### config.mk
export PLATFORM = sky130hd
export DESIGN_NAME = terminal_line_editor
export DESIGN_NICKNAME = d
export VERILOG_FILES = /design/src/hdl/tle_pkg.sv /design/src/hdl/tle_ctrl.sv /design/src/hdl/tle_datapath.sv /design/src/hdl/terminal_line_editor.sv
export SDC_FILE = /design/constraint.sdc
export NUM_CORES = 1
export LEC_CHECK = 0
export ABC_AREA = 1
export BUFFER_PORTS_ARGS = -buffer_cell sky130_fd_sc_hd__buf_2
export CORE_MARGIN = 2
export CORE_UTILIZATION = 59
export CTS_BUF_LIST = sky130_fd_sc_hd__clkbuf_4
export DETAILED_ROUTE_END_ITERATION = 12
export MAX_ROUTING_LAYER = met4
export PLACE_DENSITY = 0.79
export SYNTH_ARGS = -nofsm -noshare
export SYNTH_HDL_FRONTEND = slang
export SYNTH_SLANG_ARGS = --single-unit
### constraint.sdc
create_clock -name clk -period 2.2 [get_ports clk]
set_input_delay 0.33 -clock clk [delete_from_list [all_inputs] [get_ports clk]]
set_output_delay 0.33 -clock clk [all_outputs]
set_load 0.02 [all_outputs]
### src/hdl/tle_pkg.sv
`timescale 1ns / 1ps
// ----------------------------------------------------------------------------
// tle_pkg: shared types and constants of the terminal line editor
// Byte codes, result kinds, controller states and the command and status
// words between controller and datapath.
// ----------------------------------------------------------------------------
package tle_pkg;

	localparam int LINE_MAX = 63;
	localparam int CNT_W    = 6;
	localparam int CHAR_W   = 7;

	localparam logic [7:0] BYTE_BS    = 8'h08;
	localparam logic [7:0] BYTE_CR    = 8'h0D;
	localparam logic [7:0] BYTE_ESC   = 8'h1B;
	localparam logic [7:0] BYTE_SP    = 8'h20;
	localparam logic [7:0] BYTE_TILDE = 8'h7E;
	localparam logic [7:0] BYTE_DEL   = 8'h7F;
	localparam logic [7:0] BYTE_LBRK  = 8'h5B;
	localparam logic [7:0] BYTE_A     = 8'h41;

	localparam logic [CNT_W-1:0] MAX_LEN_RESET = CNT_W'(LINE_MAX);

	typedef enum logic [1:0] {
		KIND_ECHO   = 2'd0,
		KIND_CHAR   = 2'd1,
		KIND_END    = 2'd2,
		KIND_RECALL = 2'd3
	} kind_t;

	typedef enum logic [1:0] {
		ESC_IDLE    = 2'd0,
		ESC_SEEN    = 2'd1,
		ESC_BRACKET = 2'd2
	} esc_t;

	typedef enum logic [2:0] {
		ACT_NONE,
		ACT_ERASE,
		ACT_RECALL,
		ACT_PRINT,
		ACT_CR
	} act_t;

	typedef enum logic [2:0] {
		SEL_ZERO,
		SEL_BS,
		SEL_SP,
		SEL_RX,
		SEL_MEM
	} sel_t;

	typedef enum logic [3:0] {
		ST_IDLE,
		ST_ERASE0,
		ST_ERASE1,
		ST_ERASE2,
		ST_RECALL,
		ST_ECHO,
		ST_READ,
		ST_CHAR,
		ST_END
	} state_t;

	typedef struct packed {
		logic  accept;
		logic  rd_start;
		logic  rd_en;
		logic  rd_next;
		logic  emit;
		kind_t emit_kind;
		sel_t  emit_sel;
		logic  emit_len;
		logic  emit_last;
		logic  clear_count;
	} cmd_t;

	typedef struct packed {
		act_t act;
		logic count_zero;
		logic rd_last;
		logic out_free;
	} status_t;

endpackage

### src/hdl/tle_ctrl.sv
`timescale 1ns / 1ps
// ----------------------------------------------------------------------------
// tle_ctrl: sequencing controller
// Accepts one byte at a time and steps through the results it causes.
// ----------------------------------------------------------------------------
module tle_ctrl (
	input  logic             clk,
	input  logic             arst_n,
	input  logic             in_valid,
	output logic             in_stall,
	input  tle_pkg::status_t status,
	output tle_pkg::cmd_t    cmd
);

	tle_pkg::state_t state_q, state_d;
	logic            recall_q, recall_d;

	always_ff @(posedge clk or negedge arst_n) begin
		if (!arst_n) begin
			state_q  <= tle_pkg::ST_IDLE;
			recall_q <= 1'b0;
		end else begin
			state_q  <= state_d;
			recall_q <= recall_d;
		end
	end

	always_comb begin
		state_d       = state_q;
		recall_d      = recall_q;
		in_stall      = 1'b1;
		cmd           = '0;
		cmd.emit_kind = tle_pkg::KIND_ECHO;
		cmd.emit_sel  = tle_pkg::SEL_ZERO;
		unique case (state_q)
			tle_pkg::ST_IDLE: begin
				in_stall   = 1'b0;
				cmd.accept = in_valid;
				if (in_valid) begin
					unique case (status.act)
						tle_pkg::ACT_ERASE: begin
							state_d  = tle_pkg::ST_ERASE0;
							recall_d = 1'b0;
						end
						tle_pkg::ACT_RECALL: begin
							state_d  = tle_pkg::ST_ERASE0;
							recall_d = 1'b1;
						end
						tle_pkg::ACT_PRINT: state_d = tle_pkg::ST_ECHO;
						tle_pkg::ACT_CR: begin
							cmd.rd_start = 1'b1;
							state_d = status.count_zero ? tle_pkg::ST_END : tle_pkg::ST_READ;
						end
						default: state_d = tle_pkg::ST_IDLE;
					endcase
				end
			end
			tle_pkg::ST_ERASE0: begin
				cmd.emit_sel = tle_pkg::SEL_BS;
				if (status.out_free) begin
					cmd.emit = 1'b1;
					state_d  = tle_pkg::ST_ERASE1;
				end
			end
			tle_pkg::ST_ERASE1: begin
				cmd.emit_sel = tle_pkg::SEL_SP;
				if (status.out_free) begin
					cmd.emit = 1'b1;
					state_d  = tle_pkg::ST_ERASE2;
				end
			end
			tle_pkg::ST_ERASE2: begin
				cmd.emit_sel  = tle_pkg::SEL_BS;
				cmd.emit_last = !recall_q;
				if (status.out_free) begin
					cmd.emit = 1'b1;
					state_d  = recall_q ? tle_pkg::ST_RECALL : tle_pkg::ST_IDLE;
				end
			end
			tle_pkg::ST_RECALL: begin
				cmd.emit_kind = tle_pkg::KIND_RECALL;
				cmd.emit_last = 1'b1;
				if (status.out_free) begin
					cmd.emit = 1'b1;
					state_d  = tle_pkg::ST_IDLE;
				end
			end
			tle_pkg::ST_ECHO: begin
				cmd.emit_sel  = tle_pkg::SEL_RX;
				cmd.emit_last = 1'b1;
				if (status.out_free) begin
					cmd.emit = 1'b1;
					state_d  = tle_pkg::ST_IDLE;
				end
			end
			tle_pkg::ST_READ: begin
				cmd.rd_en = 1'b1;
				state_d   = tle_pkg::ST_CHAR;
			end
			tle_pkg::ST_CHAR: begin
				cmd.emit_kind = tle_pkg::KIND_CHAR;
				cmd.emit_sel  = tle_pkg::SEL_MEM;
				if (status.out_free) begin
					cmd.emit    = 1'b1;
					cmd.rd_next = 1'b1;
					state_d = status.rd_last ? tle_pkg::ST_END : tle_pkg::ST_READ;
				end
			end
			tle_pkg::ST_END: begin
				cmd.emit_kind = tle_pkg::KIND_END;
				cmd.emit_len  = 1'b1;
				cmd.emit_last = 1'b1;
				if (status.out_free) begin
					cmd.emit        = 1'b1;
					cmd.clear_count = 1'b1;
					state_d         = tle_pkg::ST_IDLE;
				end
			end
			default: state_d = tle_pkg::ST_IDLE;
		endcase
	end

endmodule

### src/hdl/tle_datapath.sv
`timescale 1ns / 1ps
// ----------------------------------------------------------------------------
// tle_datapath: byte decode, line store and output register
// Holds the escape phase, character count, length limit and line memory.
// ----------------------------------------------------------------------------
module tle_datapath (
	input  logic                              clk,
	input  logic                              arst_n,
	input  logic [7:0]                        rx_byte,
	input  logic                              cfg_valid,
	input  logic [tle_pkg::CNT_W-1:0]         cfg_data,
	input  tle_pkg::cmd_t                     cmd,
	output tle_pkg::status_t                  status,
	output logic                              out_valid,
	input  logic                              out_stall,
	output logic [1:0]                        out_kind,
	output logic [7:0]                        out_byte,
	output logic [tle_pkg::CNT_W-1:0]         line_length,
	output logic                              last
);

	logic [tle_pkg::CHAR_W-1:0] mem [tle_pkg::LINE_MAX];
	logic [tle_pkg::CHAR_W-1:0] rd_data_q;
	logic [tle_pkg::CNT_W-1:0]  count_q, max_len_q, idx_q;
	logic [7:0]                 rx_q;
	tle_pkg::esc_t              esc_q, esc_d;
	tle_pkg::act_t              act;
	logic                       out_valid_q, last_q;
	tle_pkg::kind_t             kind_q;
	logic [7:0]                 byte_q, byte_d;
	logic [tle_pkg::CNT_W-1:0]  len_q;

	always_comb begin
		act   = tle_pkg::ACT_NONE;
		esc_d = esc_q;
		unique case (esc_q)
			tle_pkg::ESC_IDLE: begin
				if (rx_byte == tle_pkg::BYTE_ESC) esc_d = tle_pkg::ESC_SEEN;
				else if (rx_byte == tle_pkg::BYTE_BS || rx_byte == tle_pkg::BYTE_DEL)
					act = tle_pkg::ACT_ERASE;
				else if (rx_byte == tle_pkg::BYTE_CR) act = tle_pkg::ACT_CR;
				else if (rx_byte >= tle_pkg::BYTE_SP && rx_byte <= tle_pkg::BYTE_TILDE)
					act = tle_pkg::ACT_PRINT;
			end
			tle_pkg::ESC_SEEN: begin
				esc_d = (rx_byte == tle_pkg::BYTE_LBRK) ? tle_pkg::ESC_BRACKET
				                                         : tle_pkg::ESC_IDLE;
			end
			tle_pkg::ESC_BRACKET: begin
				esc_d = tle_pkg::ESC_IDLE;
				if (rx_byte == tle_pkg::BYTE_A) act = tle_pkg::ACT_RECALL;
			end
			default: esc_d = tle_pkg::ESC_IDLE;
		endcase
	end

	always_ff @(posedge clk or negedge arst_n) begin
		if (!arst_n) begin
			esc_q     <= tle_pkg::ESC_IDLE;
			count_q   <= '0;
			max_len_q <= tle_pkg::MAX_LEN_RESET;
		end else begin
			if (cfg_valid) max_len_q <= cfg_data;
			if (cmd.accept) begin
				esc_q <= esc_d;
				case (act)
					tle_pkg::ACT_PRINT:
						if (count_q < max_len_q) count_q <= count_q + 1'b1;
					tle_pkg::ACT_ERASE:
						if (count_q != '0) count_q <= count_q - 1'b1;
					tle_pkg::ACT_RECALL: count_q <= '0;
					default: count_q <= count_q;
				endcase
			end else if (cmd.clear_count) begin
				count_q <= '0;
			end
		end
	end

	always_ff @(posedge clk) begin
		if (cmd.accept) rx_q <= rx_byte;
		if (cmd.accept && act == tle_pkg::ACT_PRINT && count_q < max_len_q)
			mem[count_q] <= rx_byte[tle_pkg::CHAR_W-1:0];
		if (cmd.rd_en) rd_data_q <= mem[idx_q];
	end

	always_ff @(posedge clk or negedge arst_n) begin
		if (!arst_n) idx_q <= '0;
		else if (cmd.rd_start) idx_q <= '0;
		else if (cmd.rd_next) idx_q <= idx_q + 1'b1;
	end

	always_comb begin
		unique case (cmd.emit_sel)
			tle_pkg::SEL_BS:  byte_d = tle_pkg::BYTE_BS;
			tle_pkg::SEL_SP:  byte_d = tle_pkg::BYTE_SP;
			tle_pkg::SEL_RX:  byte_d = rx_q;
			tle_pkg::SEL_MEM: byte_d = {1'b0, rd_data_q};
			default:          byte_d = 8'h00;
		endcase
	end

	always_ff @(posedge clk or negedge arst_n) begin
		if (!arst_n) out_valid_q <= 1'b0;
		else if (cmd.emit) out_valid_q <= 1'b1;
		else if (!out_stall) out_valid_q <= 1'b0;
	end

	always_ff @(posedge clk) begin
		if (cmd.emit) begin
			kind_q <= cmd.emit_kind;
			byte_q <= byte_d;
			len_q  <= cmd.emit_len ? count_q : '0;
			last_q <= cmd.emit_last;
		end
	end

	assign status.act        = act;
	assign status.count_zero = (count_q == '0);
	assign status.rd_last    = ({1'b0, idx_q} + 1'b1) == {1'b0, count_q};
	assign status.out_free   = !out_valid_q || !out_stall;

	assign out_valid   = out_valid_q;
	assign out_kind    = kind_q;
	assign out_byte    = byte_q;
	assign line_length = len_q;
	assign last        = last_q;

endmodule

### src/hdl/terminal_line_editor.sv
`timescale 1ns / 1ps
// ----------------------------------------------------------------------------
// terminal_line_editor: line editor with echo for received terminal bytes
// Builds an input line, echoes typing, handles erase, recall and line end.
// ----------------------------------------------------------------------------
//  channel | handshake            | word
//  --------+----------------------+-----------------------------------------
//  in      | in_valid / in_stall  | rx_byte
//  out     | out_valid / out_stall| out_kind, out_byte, line_length, last
//  cfg     | cfg_valid / cfg_ready| cfg_data (max_length)
//
//  A byte is taken only while the controller is idle; each result then has
//  its own controller state, and each stored character on line end has a
//  read state and an emit state (registered line memory read).
//  Reset clears the escape phase, character count and output valid; the line
//  memory is not cleared. A stalled output holds its word; the next byte is
//  still taken while the last result of the previous one waits.
// ----------------------------------------------------------------------------
module terminal_line_editor (
	input  logic                      clk,
	input  logic                      arst_n,
	input  logic                      in_valid,
	output logic                      in_stall,
	input  logic [7:0]                rx_byte,
	output logic                      out_valid,
	input  logic                      out_stall,
	output logic [1:0]                out_kind,
	output logic [7:0]                out_byte,
	output logic [tle_pkg::CNT_W-1:0] line_length,
	output logic                      last,
	input  logic                      cfg_valid,
	output logic                      cfg_ready,
	input  logic [tle_pkg::CNT_W-1:0] cfg_data
);

	tle_pkg::cmd_t    cmd;
	tle_pkg::status_t status;

	assign cfg_ready = 1'b1;

	tle_ctrl u_ctrl (
		.clk      (clk),
		.arst_n   (arst_n),
		.in_valid (in_valid),
		.in_stall (in_stall),
		.status   (status),
		.cmd      (cmd)
	);

	tle_datapath u_dp (
		.clk         (clk),
		.arst_n      (arst_n),
		.rx_byte     (rx_byte),
		.cfg_valid   (cfg_valid),
		.cfg_data    (cfg_data),
		.cmd         (cmd),
		.status      (status),
		.out_valid   (out_valid),
		.out_stall   (out_stall),
		.out_kind    (out_kind),
		.out_byte    (out_byte),
		.line_length (line_length),
		.last        (last)
	);

	a_char_not_last: assert property (@(posedge clk) disable iff (!arst_n)
		!(out_valid && last && out_kind == tle_pkg::KIND_CHAR))
		else $error("line character marked as final result");

	a_zero_byte: assert property (@(posedge clk) disable iff (!arst_n)
		out_valid && (out_kind == tle_pkg::KIND_END || out_kind == tle_pkg::KIND_RECALL)
		|-> out_byte == 8'h00)
		else $error("nonzero byte on line end or recall");

	a_len_only_end: assert property (@(posedge clk) disable iff (!arst_n)
		out_valid && out_kind != tle_pkg::KIND_END |-> line_length == '0)
		else $error("line length outside line end");

	a_end_last: assert property (@(posedge clk) disable iff (!arst_n)
		out_valid && (out_kind == tle_pkg::KIND_END || out_kind == tle_pkg::KIND_RECALL)
		|-> last)
		else $error("line end or recall not final");

endmodule
Word-level counts from Yosys, hierarchy flattened
Memory sizes are Yosys's and may differ from the RTL's. A register that Yosys moved wholly into a read port is not among the register bits.
Cells that the tools add are included.
{ "word_totals": {"output_inout_bits": 20, "inputBits": 19, "mem_bits_rw": 441, "reg_bits": 51, "memories": 1} }
{ "classes": {"magnitude_cmp": 3, "n_eq_ne": 36, "n_mux": 47, "n_reduce_logical": 23, "addsub": 4} }
{ "mem_list": {"columns": ["memory", "depth", "width", "read_ports", "rd_ports_with_merged_regs", "wr", "line", "rtl"], "rows": [
  ["u_dp.mem", 63, 7, 1, 1, 1, "tle_datapath.sv:22", "logic [tle_pkg::CHAR_W-1:0] mem [tle_pkg::LINE_MAX];"]
]} }
{ "ops": {"columns": ["op", "count"], "rows": [
  ["2-to-1 mux 6 bit", 6],
  ["2-to-1 mux 4 bit", 8],
  ["case mux 8 bit (4 select lines)", 1],
  ["case mux 4 bit (7 select lines)", 1],
  ["== test 8 x 7 -> 1 bit, second input constant", 3],
  ["case mux 6 bit (3 select lines)", 1],
  ["== test 4 x 3 -> 1 bit, second input constant", 4],
  ["== test 8 x 4 -> 1 bit, second input constant", 2],
  ["adder 6 x 1 -> 6 bit, second input constant", 2],
  ["== test 3 x 2 -> 1 bit, second input constant", 4],
  ["2-to-1 mux 1 bit", 12],
  ["2-to-1 mux 2 bit", 6],
  ["2-to-1 mux 3 bit", 4],
  ["case mux 3 bit (4 select lines)", 1],
  ["case mux 4 bit (3 select lines)", 1],
  ["inequality test 2 bit, second input constant", 5],
  ["== test 4 x 2 -> 1 bit, second input constant", 2],
  ["== test 8 x 5 -> 1 bit, second input constant", 1],
  [">= comparator 8 x 6 -> 1 bit, second input constant", 1],
  ["less-or-equal comparator 8 x 7 -> 1 bit, second input constant", 1],
  ["adder 6 x 1 -> 7 bit, second input constant", 1],
  ["== test 7 x 6 -> 1 bit", 1],
  ["== test 3 x 1 -> 1 bit, second input constant", 2],
  ["== test 3 bit, second input constant", 2],
  ["28 further kinds", 41]
]} }

Longest topological paths before layout
Gate-level depths: netlist of run 1.
{ "depth": {"depth_word": 15, "mapped_depth": 18, "depth_no_buf": 18} }

By module
From an unflattened synthesis of run 1, not the netlist that was laid out.
{ "unflattened": {"hier_cells": 1849, "hier_area_um2": 21284.2} }
{ "by_module_without_submodules": {"columns": ["mod", "area_per_inst_um2", "n_inst", "cells_each"], "rows": [
  ["tle_datapath", 20703.6, 1, 1744],
  ["tle_ctrl", 569.3, 1, 103],
  ["terminal_line_editor", 11.3, 1, 2]
]} }

Worst setup path before layout of run 1
No wires, ideal clock.
{ "synth_path": {"path_type": "register -> register", "start": "register u_dp.esc_q[0]", "end": "memory u_dp.mem[0][0] (netlist bit), enable pin", "synth_period_minus_slack_ps": 2361, "setup_slack_ps": -161, "arrival_time_ps": 2000, "path_stages_with_launch": 8, "setup_time_ps": 360, "path_cell_list": "dfrtp_1 -> nor2_1 -> nand3_1 -> nand2_1 -> nand2_1 -> nor3b_2 -> nand4_1 -> nor2_1"} }
{ "synth_between": {"elab_chain_cells": 7, "elab_cells_between_ends": 8} }
{ "synth_rtl": {"columns": ["item", "line", "rtl"], "rows": [
  ["start, declared", "tle_datapath.sv:26", "tle_pkg::esc_t esc_q, esc_d;"],
  ["start signal, assigned", "tle_datapath.sv:59", "esc_q <= tle_pkg::ESC_IDLE;"],
  ["start signal, assigned", "tle_datapath.sv:65", "esc_q <= esc_d;"],
  ["== test 2 bit or zero test 2 bit (tied branches)", "tle_datapath.sv:36", "unique case (esc_q)"],
  ["case mux 3 bit (2 select lines) (*)", "tle_datapath.sv:36", null],
  ["== test 3 x 2 -> 1 bit (*)", "tle_datapath.sv:82", "if (cmd.accept && act == tle_pkg::ACT_PRINT && count_q < max_len_q)"],
  ["logical AND 1 bit (*) (2 in a row)", "tle_datapath.sv:82", null],
  ["2-to-1 mux 1 bit (*)", "tle_datapath.sv:82", null],
  ["2-to-1 mux 1 bit (implied by the code) (*)", "tle_datapath.sv:83", "mem[count_q] <= rx_byte[tle_pkg::CHAR_W-1:0];"],
  ["end, declared", "tle_datapath.sv:22", null]
]} }
Mark *: on every way between the ends. The rest lies on a longest branch, timed or not.

Final worst setup path of run 1
{ "layout_path": {"start": "register u_dp.max_len_q[5] (netlist bit)", "end": "memory u_dp.mem[36][2] (netlist bit), enable pin"} }
{ "layout_between": {"elab_chain_cells": 4} }
{ "layout_rtl": {"columns": ["item", "line", "rtl"], "rows": [
  ["start, declared", "tle_datapath.sv:24", "logic [tle_pkg::CNT_W-1:0] count_q, max_len_q, idx_q;"],
  ["start signal, assigned", "tle_datapath.sv:61", "max_len_q <= tle_pkg::MAX_LEN_RESET;"],
  ["start signal, assigned", "tle_datapath.sv:63", "if (cfg_valid) max_len_q <= cfg_data;"],
  ["< comparator 6 bit", "tle_datapath.sv:82", null],
  ["logical AND 1 bit", "tle_datapath.sv:82", null],
  ["2-to-1 mux 1 bit", "tle_datapath.sv:82", null],
  ["2-to-1 mux 1 bit (implied by the code)", "tle_datapath.sv:83", null]
]} }
Every way passes these cells.

==> impl_metrics.csv, run 1 <==
group,metric,value,unit
timing,timing.final.setup_violations,374,
grt,grt_overflow_total,0,
cells_and_area,areaGrowthSynthToFinish,24.2,%
logic_synthesis,post_synth_fa_ha_maj_area_fraction,0.698,%
logic_synthesis,multiplexer_fraction_of_the_synthesized_cell_area,0.0481,%
critical_path,critPathLaunchType,"flip-flop",
min_path,worst_hold_path_type,"in2async",
run_status,run_status,"finished with violations",
timing,largest_clock_skew_in_the_final_design,0.0614,ns
critical_path,worst_r2r_endpoint,"u_dp.mem[36][2]$_DFFE_PP_",
logic_synthesis,ys_ff_latch,499,
clock_network,ctsRootBufferMaster,"sky130_fd_sc_hd__clkbuf_4",
timing,fmax,432,MHz
cells_and_area,drive_gt1_share,24.8,%
logic_synthesis,synthDistinctLibCells,34,
floorplanning,boundaryPins,39,
clock_network,cts.path.max_buffers,3,
critical_path,startpoint_of_the_lowest_slack_register_to_register_path,"u_dp.max_len_q[5]$_DFFE_PN1P_",
critical_path,crit_path_cells,"inv_2, ha_4, a21oi_1, o21a_1, nand2_4, inv_6, nand4_1, buf_6, nor2_4, buf_6",
timing,finalHoldViolCount,0,
logic_synthesis,synthesis.area_per_instance,11.4,um2
timing,unrepaired_setup_endpoints_after_global_routing,"yes",
timing,fin_crit_sh,105,%
clock_network,later_pin_clock_latency_in_the_skew_report,0.86,ns
critical_path,critPathSlowestCell,"sky130_fd_sc_hd__dfstp_2",
route,route.detailed.wl_per_inst,21.3,um
grt,grt_start_max_net_pins,72,
critical_path,cp_common_cell,"sky130_fd_sc_hd__buf_6",
logic_synthesis,synthXorXnorAreaFrac,0.210,%
clock_network,numCtsBuffers,117,
logic_synthesis,synth.cell_area,20800,um2
logic_synthesis,synthesized_area_fraction_occupied_by_and_or_nand_nor_cells,14.7,%
logic_synthesis,synth.area.top_cells,"sky130_fd_sc_hd__edfxtp_1 (68%), sky130_fd_sc_hd__nand2_1 (6.1%), sky130_fd_sc_hd__nor2_1 (5.7%)",
floorplanning,floorplan.core_area,34600,um2
placed_design,numPortBuffers,37,
pwr,powerDensity,1190,nW/um2
floorplanning,overall_die_area,36800,um2
critical_path,cp_data_arrival_time,2.85,ns
critical_path,reg2reg_slack,-0.12,ns
cells_and_area,stdcell_area,25800,um2
clock_network,clkSinkCount,499,
floorplanning,rows,68,
placed_design,dpl_worst_slack,-0.412,ns
critical_path,worstRegToRegCells,10,
timing,final.min_clock_period,2.32,ns
logic_synthesis,post-synth-top-area-fraction,68.3,%
logic_synthesis,synth_compound_area_share,9.69,%
timing,relSlewSlack,36.5,%
route,drt-pass1-iter-count,9,
critical_path,worst_ep_required_time,2.73,ns
logic_synthesis,synth_top_flop_cell,"sky130_fd_sc_hd__edfxtp_1",
grt,global_route.usage.total,30.3,%
route,antenna_left,0,
route,initial_drc_count,2191,
critical_path,critPathCaptureType,"flip-flop",
timing,timing_worst_slew_pin_value,0.950,ns
pwr,leakage,0.00948,uW
logic_synthesis,synthesis.instances,1821,
route,post_dr_vias_cell,5.96,
grt,antenna_found_initial,2,
placed_design,dpl_cell_area,22600,um2
job,max_cap_viol,0,
critical_path,path_max_fanout,8,
floorplanning,initial_core_util,60.1,%
logic_synthesis,synth.yosys.warnings,0,
logic_synthesis,synth_seq_area_share,71.4,%
grt,first_pass_grt_wire_length,81200,um
timing,final_layout_setup_total_negative_slack,-14.60,ns
grt,first_global_vias,15000,
run_status,violations_in_the_final_reports,"setup timing",
floorplanning,floorplan.die.height,192,um
cells_and_area,layout.nets,2133,
critical_path,critPathMaxStageDelay,0.54,ns
logic_synthesis,synth_top_family_by_area,"simple AND/OR/NAND/NOR gates",
pwr,power.ir.vdd_worst,0.720,mV
route,route.final.wire_length,56700,um
logic_synthesis,synth_area_leader_cell,"sky130_fd_sc_hd__edfxtp_1",
floorplanning,die_width,192,um
critical_path,worst_setup_path_endpoint,"u_dp.mem[36][2]$_DFFE_PP_",
clock_network,tritoncts,"yes",
placed_design,place.gp.congestion,0.957,
route,drc_violations,0,
clock_network,path_clk_slew,0.07,ns
pwr,total_power,30800,uW
placed_design,hpwl,31800,um
logic_synthesis,postSynthNetCount,1851,
logic_synthesis,synth-edff-count,473,
clock_network,cts-htree-levels,3,
timing,final_max_slew_viol_count,0,
route,route.vias.total,15800,
critical_path,setup.worst_path.class,"reg2reg",
timing,worst_slack,-0.115,ns
critical_path,crit_path_start,"u_dp.max_len_q[5]$_DFFE_PN1P_",
logic_synthesis,postSynth.asyncResetShare,5.21,%
cells_and_area,final_util,74.6,%
## cells by family after synthesis
logic type               count (synthesis)
XOR/XNOR                                 5
other                                    1
multiplexers                             1
buffers and inverters                  170
adder cells (fa/ha/maj)                 11
flip-flops                             499
AND/OR/NAND/NOR                        768
AO/OA/AOI/OAI                          366
## Yosys cell counts, types with 5 or more instances
cell type and number:
sky130_fd_sc_hd__a21oi_1 21, sky130_fd_sc_hd__a22o_1 5, sky130_fd_sc_hd__buf_1 16, sky130_fd_sc_hd__buf_2 19, sky130_fd_sc_hd__clkbuf_1 67, sky130_fd_sc_hd__dfrtp_1 20, sky130_fd_sc_hd__dfstp_2 6, sky130_fd_sc_hd__edfxtp_1 473
sky130_fd_sc_hd__ha_1 10, sky130_fd_sc_hd__inv_1 63, sky130_fd_sc_hd__nand2_1 336, sky130_fd_sc_hd__nand3_1 96, sky130_fd_sc_hd__nand4_1 15, sky130_fd_sc_hd__nor2_1 316, sky130_fd_sc_hd__o211ai_1 10, sky130_fd_sc_hd__o21ai_0 223
sky130_fd_sc_hd__o22ai_1 98
## cell type report
cell class | instances | area (um2)
diodes | 2 | 5.00
clock buffers | 175 | 1310
clock inverters | 40 | 269
fillers | 2103 | 8790
inverters | 67 | 274
multi-input cells | 1152 | 5910
flip-flops and latches | 499 | 14900
well taps | 455 | 569
repair buffers | 265 | 2620
repair inverters | 1 | 8.76
## flip-flops by register name (all words and copies together) (netlist names), 2 cells and up
signal            flops
u_dp.line_length      6
u_dp.out_kind         2
u_ctrl.state_q        4
u_dp.out_byte         8
u_dp.rd_data_q        7
u_dp.max_len_q        6
u_dp.count_q          6
u_dp.mem            441
u_dp.rx_q             8
u_dp.idx_q            6
u_dp.esc_q            2
## metal layers
layer	track usage [%]	share of wire [%]	wire length, um	vias to the layer above
li1	-	-	-	7126
met1	39.2	38	21300	7420
met2	47.2	47	26900	1113
met3	6.27	11	6440	162
met4	12.6	3.7	2080	0
met5	-	0	0	-
## what timing repair did
action,in CTS,in global routing
endpoints found under the hold margin,47,0
gates resized for setup,91,200
hold buffers,26,0
endpoints found under the setup margin,446,459
cloned,0,8
buffers inserted,12,14
pin swaps,10,20
## layout by cell type (no fill, tap or decap), types with 7 or more instances in the layout
master | Yosys | layout
sky130_fd_sc_hd__inv_1 | 63 | 53
sky130_fd_sc_hd__buf_2 | 19 | 36
sky130_fd_sc_hd__clkinv_1 | 4 | 30
sky130_fd_sc_hd__dlygate4sd3_1 | 0 | 25
sky130_fd_sc_hd__edfxtp_1 | 473 | 473
sky130_fd_sc_hd__nand4_1 | 15 | 15
sky130_fd_sc_hd__buf_12 | 0 | 14
sky130_fd_sc_hd__buf_6 | 0 | 81
sky130_fd_sc_hd__clkinv_2 | 0 | 7
sky130_fd_sc_hd__o22ai_1 | 98 | 97
sky130_fd_sc_hd__nor2_4 | 0 | 59
sky130_fd_sc_hd__nand3_1 | 96 | 90
sky130_fd_sc_hd__buf_4 | 1 | 97
sky130_fd_sc_hd__nand2_2 | 0 | 8
sky130_fd_sc_hd__inv_2 | 0 | 9
sky130_fd_sc_hd__dfrtp_1 | 20 | 16
sky130_fd_sc_hd__nand2_1 | 336 | 325
sky130_fd_sc_hd__o21ai_1 | 1 | 16
sky130_fd_sc_hd__nor2_1 | 316 | 251
sky130_fd_sc_hd__a21oi_1 | 21 | 19
sky130_fd_sc_hd__clkbuf_4 | 0 | 175
sky130_fd_sc_hd__o211ai_1 | 10 | 10
sky130_fd_sc_hd__o21ai_0 | 223 | 206
## critical path: cells and delay by family (launching register included)
kind                       cells  cell delay, ns
AOI/OAI and AO/OA              2            0.34
DFF                            1            0.54
adders and majority gates      1            0.21
buffers and inverters          4            0.52
and+or+nand+nor                3            0.39
## report_power, final
group / total [uW] / switching [uW] / internal, uW
registers: 11200 / 320 / 10900
clock network: 7760 / 3660 / 4110
logic: 11800 / 7750 / 4060
total: 30800 / 11700 / 19000
## worst min path at each step
stage,start,endpoint,depth (start not counted)
2_1_floorplan,arst_n,u_ctrl.recall_q$_DFFE_PN0P_,0
3_3_place_gp,arst_n,u_dp.count_q[4]$_DFFE_PN0P_,1
3_5_place_dp,arst_n,u_dp.count_q[3]$_DFFE_PN0P_,1
4_1_cts,arst_n,u_ctrl.state_q[2]$_DFFE_PN0P_,2
5_1_grt,arst_n,u_dp.idx_q[1]$_DFFE_PN0P_,2
6_report,arst_n,u_ctrl.recall_q$_DFFE_PN0P_,2
## stage by stage
step	instances	hold WS, ns
after detailed placement	2379	0.386
after global routing	2656	0.107
after global placement	2379	0.373
final	2656	0.0908
after CTS	2632	0.0114
after floorplan	1821	0.0344
Note: power is estimated with default switching activity, not from simulation.
==> inputs of run 2 (changes only) <==
Settings changed: CORE_MARGIN 2 to 4.
==> run 2 against run 1 <==
Against the previous run:
- the flow still finishes with violations (setup timing)
- critical path type unchanged
- largest cell class unchanged
- via count up 0.80%
- first-iteration DRC count down 0.87%
- largest power group unchanged
- core utilization down 0.59 points
- total power down 2.3%
==> impl_metrics.csv, run 2 (synthesis results as in run 1) <==
group,metric,value,unit
run_status,run_status,"finished with violations",
run_status,violations_in_the_final_reports,"setup timing",
timing,fin_crit_sh,105,%
timing,relSlewSlack,38.4,%
critical_path,cp.depth,11,
pwr,leakage,0.00939,uW
timing,final_layout_setup_total_negative_slack,-13.22,ns
clock_network,cts.path.max_buffers,3,
clock_network,path_clk_slew,0.07,ns
critical_path,timing.critical_path.max_delay_family,"simple AND/OR/NAND/NOR gates",
clock_network,clkSinkCount,499,
floorplanning,floorplan.core_area,34600,um2
timing,largest_clock_skew_in_the_final_design,0.0646,ns
clock_network,tritoncts,"yes",
cells_and_area,regMostFlops,"u_dp.mem",
cells_and_area,layout_common_cells,"sky130_fd_sc_hd__edfxtp_1 (473), sky130_fd_sc_hd__nand2_1 (329), sky130_fd_sc_hd__nor2_1 (255), sky130_fd_sc_hd__o21ai_0 (203), sky130_fd_sc_hd__clkbuf_4 (172)",
route,drt-pass1-iter-count,7,
floorplanning,boundaryPins,39,
grt,grt_overflow_total,0,
grt,first_global_vias,15400,
critical_path,crit_buf_inv,4,
route,drc_violations,0,
critical_path,worst_r2r_endpoint,"u_dp.mem[47][6]$_DFFE_PP_",
critical_path,cp_data_arrival_time,2.85,ns
floorplanning,floorplan.die.height,196,um
critical_path,crit_path_cells,"inv_1, ha_1, nand2_1, nor2_1, nand2_1, nand2_2, inv_4, nand4_1, buf_6, nor2_1, buf_4",
floorplanning,initial_core_util,60.1,%
floorplanning,die_width,196,um
critical_path,reg2reg_slack,-0.11,ns
critical_path,startpoint_of_the_lowest_slack_register_to_register_path,"u_dp.max_len_q[2]$_DFFE_PN1P_",
placed_design,place.gp.congestion,1.07,
route,route.final.wire_length,56700,um
timing,timing.final.setup_violations,351,
cells_and_area,drive_gt1_share,24.1,%
route,post_dr_vias_cell,6.01,
critical_path,worst_ep_required_time,2.75,ns
critical_path,critPathLaunchType,"flip-flop",
timing,final_max_slew_viol_count,0,
cells_and_area,stdcell_area,25600,um2
critical_path,setup.worst_path.class,"reg2reg",
timing,final.min_clock_period,2.31,ns
job,max_cap_viol,0,
critical_path,worstRegToRegCells,11,
placed_design,hpwl,33600,um
cells_and_area,final_util,74.0,%
critical_path,critPathCaptureType,"flip-flop",
cells_and_area,largest_register_ff_count,441,
clock_network,ctsRootBufferMaster,"sky130_fd_sc_hd__clkbuf_4",
route,initial_drc_count,2172,
critical_path,critPathMaxStageDelay,0.52,ns
cells_and_area,areaGrowthSynthToFinish,23.2,%
clock_network,cts-htree-levels,3,
clock_network,numCtsBuffers,119,
timing,finalHoldViolCount,0,
grt,first_pass_grt_wire_length,85100,um
timing,final.hold.worst_slack,0.0732,ns
grt,grt_start_max_net_pins,103,
route,route.vias.total,15900,
grt,global_route.usage.total,29.4,%
timing,worst_slack,-0.105,ns
placed_design,dpl_worst_slack,-0.430,ns
pwr,powerDensity,1170,nW/um2
route,route.detailed.wl_per_inst,21.4,um
cells_and_area,layout.nets,2137,
pwr,power.ir.vdd_worst,0.711,mV
placed_design,numPortBuffers,37,
route,antenna_left,0,
timing,fmax,434,MHz
floorplanning,rows,68,
grt,antenna_found_initial,3,
critical_path,critPathSlowestCell,"sky130_fd_sc_hd__dfstp_2",
cells_and_area,final_common_cell,"sky130_fd_sc_hd__edfxtp_1",
placed_design,dpl_cell_area,22700,um2
min_path,worst_hold_path_type,"in2async",
floorplanning,overall_die_area,38300,um2
critical_path,path_max_fanout,8,
timing,unrepaired_setup_endpoints_after_global_routing,"yes",
clock_network,later_pin_clock_latency_in_the_skew_report,0.84,ns
timing,timing_worst_slew_pin_value,0.921,ns
-- run 2: worst reg2reg max path, cell delays in order (launching register included) --
cell,delay (ns)
sky130_fd_sc_hd__dfstp_2,0.52
sky130_fd_sc_hd__inv_1,0.05
sky130_fd_sc_hd__ha_1,0.29
sky130_fd_sc_hd__nand2_1,0.07
sky130_fd_sc_hd__nor2_1,0.05
sky130_fd_sc_hd__nand2_1,0.08
sky130_fd_sc_hd__nand2_2,0.11
sky130_fd_sc_hd__inv_4,0.11
sky130_fd_sc_hd__nand4_1,0.11
sky130_fd_sc_hd__buf_6,0.19
sky130_fd_sc_hd__nor2_1,0.21
sky130_fd_sc_hd__buf_4,0.21
-- run 2: layer usage --
metal | GRT usage, % | part of all wire (%)
met2 | 45.0 | 48
met4 | 13.4 | 4.0
met3 | 6.20 | 10
met1 | 38.4 | 37
met5 | - | 0
-- run 2: where the power goes --
group	switching, uW	total [uW]	internal [uW]
sequential	272	11200	10900
clock	3620	7400	3780
combinational	7580	11500	3930
-- run 2: area by class of cell --
| cell class | count | area, um2 |
|---|---|---|
| Clock buffer | 171 | 1280 |
| Sequential cell | 499 | 14900 |
| Fill cell | 2145 | 8990 |
| Tap cell | 455 | 569 |
| Antenna cell | 3 | 7.51 |
| Clock inverter | 38 | 205 |
| Timing Repair Buffer | 268 | 2540 |
| Multi-Input combinational cell | 1152 | 5880 |
| Inverter | 67 | 280 |
-- run 2: timing repair --
action | CTS | global route
hold buffers | 27 | 0
resized for setup | 94 | 178
setup endpoints to repair | 442 | 457
cloned | 0 | 3
setup buffers | 4 | 10
endpoints found under the hold margin | 67 | 0
pin swaps | 14 | 27
-- run 2: metrics by stage --
stage	total power [uW]	cells
6_report	30100	2653
5_1_grt	31600	2653
4_1_cts	29000	2638
3_5_place_dp	21400	2398
3_3_place_gp	21200	2398
2_1_floorplan	17600	1821
-- run 2: how the worst max path moves through the flow --
stage | from | end | slack [ns]
global route | u_dp.esc_q[0]$_DFFE_PN0P_ | u_dp.mem[47][3]$_DFFE_PP_ | -0.17
detailed placement | rx_byte[0] | u_dp.mem[36][0]$_DFFE_PP_ | -0.43
CTS | u_dp.max_len_q[5]$_DFFE_PN1P_ | u_dp.mem[32][3]$_DFFE_PP_ | -0.05
global placement | rx_byte[0] | u_dp.mem[37][6]$_DFFE_PP_ | -0.43
floorplan | u_dp.esc_q[0]$_DFFE_PN0P_ | u_dp.mem[0][0]$_DFFE_PP_ | -0.16
finish | u_dp.max_len_q[2]$_DFFE_PN1P_ | u_dp.mem[47][6]$_DFFE_PP_ | -0.11
